### config.mk
export PLATFORM = sky130hd
export DESIGN_NAME = sorted_set_insert_lookup
export DESIGN_NICKNAME = d
export VERILOG_FILES = /design/src/ssi_pkg.sv /design/src/ssi_cell.sv /design/src/sorted_set_insert_lookup.sv
export SDC_FILE = /design/constraint.sdc
export NUM_CORES = 2
export LEC_CHECK = 0
export ABC_AREA = 1
export BUFFER_PORTS_ARGS = -buffer_cell sky130_fd_sc_hd__buf_4
export CAP_MARGIN = 20
export CORE_MARGIN = 2
export CORE_UTILIZATION = 41
export DETAILED_ROUTE_END_ITERATION = 7
export HOLD_SLACK_MARGIN = 0.05
export PLACE_DENSITY = 0.6
export SYNTH_ARGS = -nofsm -noshare
export SYNTH_HDL_FRONTEND = slang
export SYNTH_HIERARCHICAL = 1
export SYNTH_SLANG_ARGS = --single-unit
### constraint.sdc
create_clock -name clk -period 4.8 [get_ports clk]
set_input_delay 0.24 -clock clk [delete_from_list [all_inputs] [get_ports clk]]
set_output_delay 0.24 -clock clk [all_outputs]
set_load 0.01 [all_outputs]
### src/ssi_pkg.sv
`timescale 1ns / 1ps
// ----------------------------------------------------------------------------
// ssi_pkg: shared types and codes for the sorted set block
// Request/response payloads, cell control and neighbor link types.
// ----------------------------------------------------------------------------
package ssi_pkg;

    // command codes
    localparam logic CMD_INSERT = 1'b0;
    localparam logic CMD_QUERY  = 1'b1;

    // response status codes
    localparam logic [1:0] ST_DONE = 2'd0;
    localparam logic [1:0] ST_DUP  = 2'd1;
    localparam logic [1:0] ST_FULL = 2'd2;

    localparam int TOTAL_W = 5;

    typedef struct packed {
        logic               cmd;
        logic signed [31:0] item_value;
    } ssi_req_t;

    typedef struct packed {
        logic               hit;
        logic [1:0]         status;
        logic [TOTAL_W-1:0] entry_total;
    } ssi_rsp_t;

    // per-cell control from the sequencer
    typedef struct packed {
        logic cmp_en;    // latch compare flags
        logic shift_en;  // commit insert
        logic occupied;  // cell index below entry count
        logic at_end;    // cell index equals entry count
    } ssi_cell_ctl_t;

    // value handed to the next cell up
    typedef struct packed {
        logic signed [31:0] value;
        logic               mov;     // this cell moves up on insert
    } ssi_link_t;

endpackage

### src/ssi_cell.sv
`timescale 1ns / 1ps
// ----------------------------------------------------------------------------
// ssi_cell: one storage cell of the sorted chain
// Holds one entry, compares it against the key and shifts up on insert.
// ----------------------------------------------------------------------------
module ssi_cell
    import ssi_pkg::*;
(
    input  logic               clk,
    input  logic               rst_n,
    input  ssi_cell_ctl_t      ctl,
    input  logic signed [31:0] key,
    input  ssi_link_t          link_in,
    output ssi_link_t          link_out,
    output logic               eq
);

    logic signed [31:0] value_reg;
    logic signed [31:0] value_next;
    logic               eq_reg;
    logic               gt_reg;
    logic               mov;

    // cells above the insert point move up, the cell at the point takes the key
    assign mov = gt_reg | ctl.at_end;

    always_comb
    begin
        if (link_in.mov)
        begin
            value_next = link_in.value;
        end
        else if (mov)
        begin
            value_next = key;
        end
        else
        begin
            value_next = value_reg;
        end
    end

    // entry storage, no reset
    always_ff @(posedge clk)
    begin
        if (ctl.shift_en)
        begin
            value_reg <= value_next;
        end
    end

    // compare flags
    always_ff @(posedge clk or negedge rst_n)
    begin
        if (!rst_n)
        begin
            eq_reg <= 1'b0;
            gt_reg <= 1'b0;
        end
        else if (ctl.cmp_en)
        begin
            eq_reg <= ctl.occupied & (value_reg == key);
            gt_reg <= ctl.occupied & (value_reg > key);
        end
    end

    assign link_out.value = value_reg;
    assign link_out.mov   = mov;
    assign eq             = eq_reg;

endmodule

### src/sorted_set_insert_lookup.sv
`timescale 1ns / 1ps
// ----------------------------------------------------------------------------
// sorted_set_insert_lookup: ascending set of distinct signed 32-bit values
// Busy covers the input register cycle and the per-cell compare cycle before
// the insert/shift decision; a new start is taken only while busy is low.
// Reset: entry count cleared, set empty; entry storage is not cleared.
// The receiver cannot stall: done is high for exactly one cycle per result.
// ----------------------------------------------------------------------------
module sorted_set_insert_lookup
    import ssi_pkg::*;
#(
    parameter int CAPACITY = 16
)
(
    input  logic     clk,
    input  logic     rst_n,
    input  logic     start,
    output logic     busy,
    input  ssi_req_t req,
    output logic     done,
    output ssi_rsp_t rsp
);

    localparam int CNT_W = $clog2(CAPACITY + 1);

    logic               p1_valid_reg;
    logic               p2_valid_reg;
    logic               cmd_reg;
    logic signed [31:0] key_reg;
    logic [CNT_W-1:0]   count_reg;
    logic [CNT_W-1:0]   count_next;
    logic               done_reg;
    ssi_rsp_t           rsp_reg;
    ssi_rsp_t           rsp_next;

    logic [CAPACITY-1:0] eq_vec;
    ssi_link_t           link [CAPACITY+1];
    logic                found;
    logic                full;
    logic                insert_ok;

    // input register and stage valids
    assign busy = p1_valid_reg | p2_valid_reg;

    always_ff @(posedge clk or negedge rst_n)
    begin
        if (!rst_n)
        begin
            p1_valid_reg <= 1'b0;
            p2_valid_reg <= 1'b0;
        end
        else
        begin
            p1_valid_reg <= start & ~busy;
            p2_valid_reg <= p1_valid_reg;
        end
    end

    always_ff @(posedge clk)
    begin
        if (start && !busy)
        begin
            cmd_reg <= req.cmd;
            key_reg <= req.item_value;
        end
    end

    // chain of cells
    assign link[0].value = '0;
    assign link[0].mov   = 1'b0;

    for (genvar g = 0; g < CAPACITY; g++)
    begin : g_cell
        ssi_cell_ctl_t ctl;

        assign ctl.cmp_en   = p1_valid_reg;
        assign ctl.shift_en = p2_valid_reg & insert_ok;
        assign ctl.occupied = (CNT_W'(g) < count_reg);
        assign ctl.at_end   = (CNT_W'(g) == count_reg);

        ssi_cell u_cell (
            .clk      (clk),
            .rst_n    (rst_n),
            .ctl      (ctl),
            .key      (key_reg),
            .link_in  (link[g]),
            .link_out (link[g+1]),
            .eq       (eq_vec[g])
        );
    end

    // decision
    assign found     = |eq_vec;
    assign full      = (count_reg == CNT_W'(CAPACITY));
    assign insert_ok = (cmd_reg == CMD_INSERT) & ~found & ~full;
    assign count_next = insert_ok ? count_reg + CNT_W'(1) : count_reg;

    always_comb
    begin
        rsp_next.hit         = 1'b0;
        rsp_next.status      = ST_DONE;
        rsp_next.entry_total = TOTAL_W'(count_next);
        if (cmd_reg == CMD_QUERY)
        begin
            rsp_next.hit = found;
        end
        else if (found)
        begin
            rsp_next.status = ST_DUP;
        end
        else if (full)
        begin
            rsp_next.status = ST_FULL;
        end
        else
        begin
            rsp_next.hit = 1'b1;
        end
    end

    // count and result registers
    always_ff @(posedge clk or negedge rst_n)
    begin
        if (!rst_n)
        begin
            count_reg <= '0;
            done_reg  <= 1'b0;
        end
        else
        begin
            done_reg <= p2_valid_reg;
            if (p2_valid_reg)
            begin
                count_reg <= count_next;
            end
        end
    end

    always_ff @(posedge clk)
    begin
        if (p2_valid_reg)
        begin
            rsp_reg <= rsp_next;
        end
    end

    assign done = done_reg;
    assign rsp  = rsp_reg;

`ifndef SYNTHESIS
    // a result only follows a decision cycle
    a_done_after_decide : assert property (@(posedge clk) disable iff (!rst_n)
        done |-> $past(p2_valid_reg))
        else $error("done without a decision cycle");

    // count never passes capacity
    a_count_bound : assert property (@(posedge clk) disable iff (!rst_n)
        count_reg <= CNT_W'(CAPACITY))
        else $error("entry count above capacity");

    // a full refusal leaves the set full
    a_full_refusal : assert property (@(posedge clk) disable iff (!rst_n)
        done && rsp.status == ST_FULL |-> count_reg == CNT_W'(CAPACITY))
        else $error("full refusal with room left");

    // count moves only on a successful insert
    a_count_step : assert property (@(posedge clk) disable iff (!rst_n)
        p2_valid_reg && !insert_ok |=> $stable(count_reg))
        else $error("count changed without insert");
`endif

endmodule
**Word-level counts from Yosys, hierarchy flattened**

Index checks and enable logic that the tools add are counted.

- Add/sub/neg operators: 1
- $lt $le $gt $ge: 32
- Equal/unequal tests: 32
- Multiplexer cells: 36
- Bitwise operators: 57
- Reductions and logical operators: 36

Operators with widths:

| operator | number |
|---|---|
| $mux 32 | 30 |
| $eq 32x32->1 | 16 |
| $gt 32x32->1 | 16 |
| $eq 4x5->1 const A | 8 |
| $lt 4x5->1 const A | 8 |
| $and 1x1->1 | 36 |
| $reduce_and 2->1 | 16 |
| $reduce_bool 2->1 | 15 |
| $eq 3x5->1 const A | 4 |
| $lt 3x5->1 const A | 4 |
| $or 1x1->1 | 17 |
| $reduce_or 17->1 | 1 |
| $reduce_or 16->1 | 1 |
| $eq 2x5->1 const A | 2 |
| $lt 1x5->1 const A | 2 |
| $lt 2x5->1 const A | 2 |
| $add 5x1->5 const B | 1 |
| $eq 1x5->1 const A | 1 |
| $eq 5x5->1 const B | 1 |
| $logic_not 5->1 | 1 |
| $mux 5 | 1 |
| $mux 1 | 4 |
| $not 1->1 | 4 |
| $mux 2 | 1 |
| other kinds (2) | 2 |

- Register bits after elaboration: 593
- Input port bits: 36
- Output and inout bits: 10
- Word-level logic and storage cells: 252

**Longest topological paths before layout**

- Depth in word-level cells: 6
- Depth in mapped cells: 16
- Depth with buffers taken out: 16

**Hierarchy**

Netlist, hierarchy kept.

By module, submodules not included:

| module | times used | cells an instance | area an instance (µm²) |
|---|---|---|---|
| ssi_cell | 16 | 262 | 2,285.9 |
| sorted_set_insert_lookup | 1 | 170 | 2,050.7 |

**Worst setup path after synthesis**

OpenSTA, ideal clock, no wires.

- Kind: reg-to-reg
- Start point: reg p1_valid_reg
- End point: reg cmd_reg (enable)
- Setup time: 0.424 ns
- Arrival: 2.506 ns
- Slack: 1.870 ns
- Cell stages (with the launch flop): 3
- Buffers on the path: 0
- Period minus slack after synthesis: 2.930 ns
- Cell sequence: dfrtp_1 -> or2_2 -> nor2_1

- Word-level cells in the longest chain between the ends: 3

RTL lines:

| element | RTL line | source |
|---|---|---|
| start: declaration | sorted_set_insert_lookup.sv:26 | `logic p1_valid_reg;` |
| start signal: assignment | sorted_set_insert_lookup.sv:54 | `p1_valid_reg <= start & ~busy;` |
| $or 1x1->1 | sorted_set_insert_lookup.sv:43 | `assign busy = p1_valid_reg \| p2_valid_reg;` |
| named net busy | sorted_set_insert_lookup.sv:18 | `output logic busy,` |
| $logic_not 1->1 | sorted_set_insert_lookup.sv:61 | `if (start && !busy)` |
| $logic_and 1x1->1 | sorted_set_insert_lookup.sv:61 |  |
| end signal: assignment | sorted_set_insert_lookup.sv:63 | `cmd_reg <= req.cmd;` |
| end: declaration | sorted_set_insert_lookup.sv:28 | `logic cmd_reg;` |

The timed path passes the listed nets, and every way through them passes these cells.
A chain may end at the register's enable or synchronous reset.

==> impl_metrics.csv <==
group,metric,value,unit
timing,drv_slew,0,
power_and_ir_drop,ir_drop,0.333,mV
die,pin_count,46,
critical_path,start_kind,"register",
grt,grt_pass1_vias,27500,
critical_path,cp.arrival,3.49,ns
layout,nFillCells,9123,
grt,grt_overflow,0,
die,die_area,96700,um2
layout,final_core_util,0.461,
drt,drt_iter0_drc,1580,
timing,finalHoldViolCount,0,
power_and_ir_drop,p_switching,5.52,mW
layout,nets,5006,
min_path,worstHoldStart,"start",
power_and_ir_drop,p_leak,19.0,nW
run_status,status,"finished, final reports clean",
power_and_ir_drop,pwr-share-seq,0.420,
clock_network,htree_num_levels,3,
clock_network,root_buffer,"clkbuf_16",
drt,drt-total-wl,86100,um
synthesis,synthCells,4361,
clock_network,cts_tree,"built",
timing,fin_hold_ws,0.123,ns
drt,via_count,27600,
timing,fin_tns_setup,0,ns
min_path,min_path_cells,3,
layout,areaGrowthSynthToFinish,11.4,%
drt,drc_errors,0,
critical_path,max_stage_delay,0.68,ns
critical_path,rrSetupSlack,1.62,ns
power_and_ir_drop,p_clk_frac,0.315,
clock_network,clk_latency,0.63,ns
drt,routedWlPerCell,14.9,um
die,fp.dieW,311,um
critical_path,slowest_stage,"o21a_1",
clock_network,cts_resized,0,
drt,dr.pass1.iters,5,
power_and_ir_drop,comb_power_share,0.265,
synthesis,syn_avg_cell_area,8.86,um2
die,rows,112,
clock_network,clock_path_buffers,3,
grt,grt_usage,0.180,
timing,clock.fmax,0.315,GHz
layout,largest_reg_flops,512,
clock_network,cts_made_buffers,69,
placed_design,gp_congestion,0.845,
critical_path,critPathKind,"reg -> reg",
min_path,hp-class,"in -> reg",
timing,worst_pin_slew,0.980,ns
critical_path,r2r-start,"count_reg[0]",
clock_network,clkSinkCount,593,
min_path,hold_end,"key_reg[18]",
timing,fin_crit_sh,0.662,
synthesis,synth_warnings,6,
die,coreArea,93300,um2
power_and_ir_drop,swShare,0.328,
critical_path,crit_buf_inv,3,
placed_design,dpl.hpwl,67400,um
die,die_y,311,um
critical_path,startpoint,"count_reg[0]",
timing,max_slew_margin,0.347,
placed_design,io_buffers,45,
power_and_ir_drop,intPower,11.3,mW
layout,regArea,17600,um2
grt,grt_pass1_wl,141000,um
layout,drive_above_1_share,0.0907,
critical_path,end_kind,"register",
critical_path,path_max_fanout,35,
clock_network,path_clk_slew,0.06,ns
timing,fin_crit,3.18,ns
grt,antenna_found_initial,1,
synthesis,synth_area,38600,um2
critical_path,cpMostUsedCell,"inv_1",
timing,setup_violations,0,
timing,grt_setup_unrepaired,"no",
die,initial_core_util,0.414,
drt,viasPerCell,4.78,
layout,multi_input_area,18000,um2
critical_path,reg2reg_to,"g_cell[9].u_cell/value_reg[24]",
critical_path,path_cells,"inv_1, ha_1, inv_1, nor2_1, or2_2, o21a_1, buf_4",
critical_path,reg2reg_depth,7,
critical_path,critPathTopFamily,"buffers and inverters",
layout,diodes,0,
critical_path,cp.required,5.11,ns
timing,fin_skew,0.0237,ns
grt,grt_max_degree,65,
drt,final_antenna_net_count,0,
power_and_ir_drop,powerDensity,391,nW/um2
job,maxCapViolations,0,
## layer usage
metal	vias to the layer above	global-route usage	part of all wire
met3	143	0.0259	0.036
met1	12400	0.232	0.46
met2	389	0.308	0.47
met5	-	0	0
li1	14700	-	-
met4	0	0.0658	0.036
## power groups by stage
stage / clock [mW] / sequential [mW] / combinational [mW]
after floorplan: 0 / 7.02 / 3.60
after global placement: 0 / 7.16 / 4.31
after detailed placement: 0 / 7.17 / 4.46
after CTS: 5.45 / 7.06 / 4.50
after global routing: 5.64 / 7.13 / 5.23
final: 5.30 / 7.07 / 4.47
## worst reg2reg max path: stages (launching register included)
cell and delay [ns]:
dfrtp_1 0.43, inv_1 0.37, ha_1 0.34, inv_1 0.12, nor2_1 0.12, or2_2 0.45, o21a_1 0.68, buf_4 0.36
## cell type report
class                           count  share of cell area
Clock inverter                     37             0.00742
Inverter                          693              0.0605
Timing Repair Buffer              120              0.0232
Sequential cell                   593               0.409
Tap cell                         1254              0.0365
Clock buffer                       88              0.0456
Multi-Input combinational cell   2978               0.418
## metrics by stage
step | total power, mW | setup slack (ns) | cell area (um2) | std cells
2_1_floorplan | 10.6 | 1.87 | 38700 | 4393
3_3_place_gp | 11.5 | 1.73 | 40400 | 5604
3_5_place_dp | 11.6 | 1.67 | 40400 | 5604
4_1_cts | 17.0 | 1.65 | 43000 | 5763
5_1_grt | 18.0 | 1.39 | 43000 | 5763
6_report | 16.8 | 1.62 | 43000 | 5763
## placed cells by master, fill, tap and decap left out, types with 2 or more instances in the layout
cell           count
clkinv_1           6
nor2_2            51
o21ai_1           41
clkinv_2          16
inv_2             22
bufinv_16          4
ha_1             515
a21oi_1          193
a21o_1            16
o21a_1            16
edfxtp_1         553
nor3_1             3
clkbuf_1           7
nand4_4            2
nor2_1           206
nand4_1           16
clkinvlp_4         6
nand3b_1          16
dfrtp_1           40
nand2_2           33
or2_2             17
inv_1            670
inv_6              3
nor2_4            36
conb_1            33
dlygate4sd3_1     34
nand3_1           99
nand2_1         1085
nand3_2           32
o21ai_0          531
clkbuf_8           8
mux2_2            16
clkbuf_16         73
xor2_1             3
o31ai_1           16
buf_4             85
## how the worst max path moves through the flow
stage / slack [ns] / to / depth (start not counted)
floorplan: 1.87 / cmd_reg / 2
global placement: 1.73 / g_cell[9].u_cell/value_reg[26] / 7
detailed placement: 1.67 / g_cell[9].u_cell/value_reg[27] / 7
CTS: 1.65 / g_cell[9].u_cell/value_reg[25] / 7
global route: 1.39 / g_cell[9].u_cell/value_reg[16] / 7
finish: 1.62 / g_cell[9].u_cell/value_reg[24] / 7
## timing repair
item                      CTS  global route
hold endpoints to repair   73             0
hold buffers               34             0
setup buffers               0             0
Note: power is estimated with default switching activity, not from simulation.
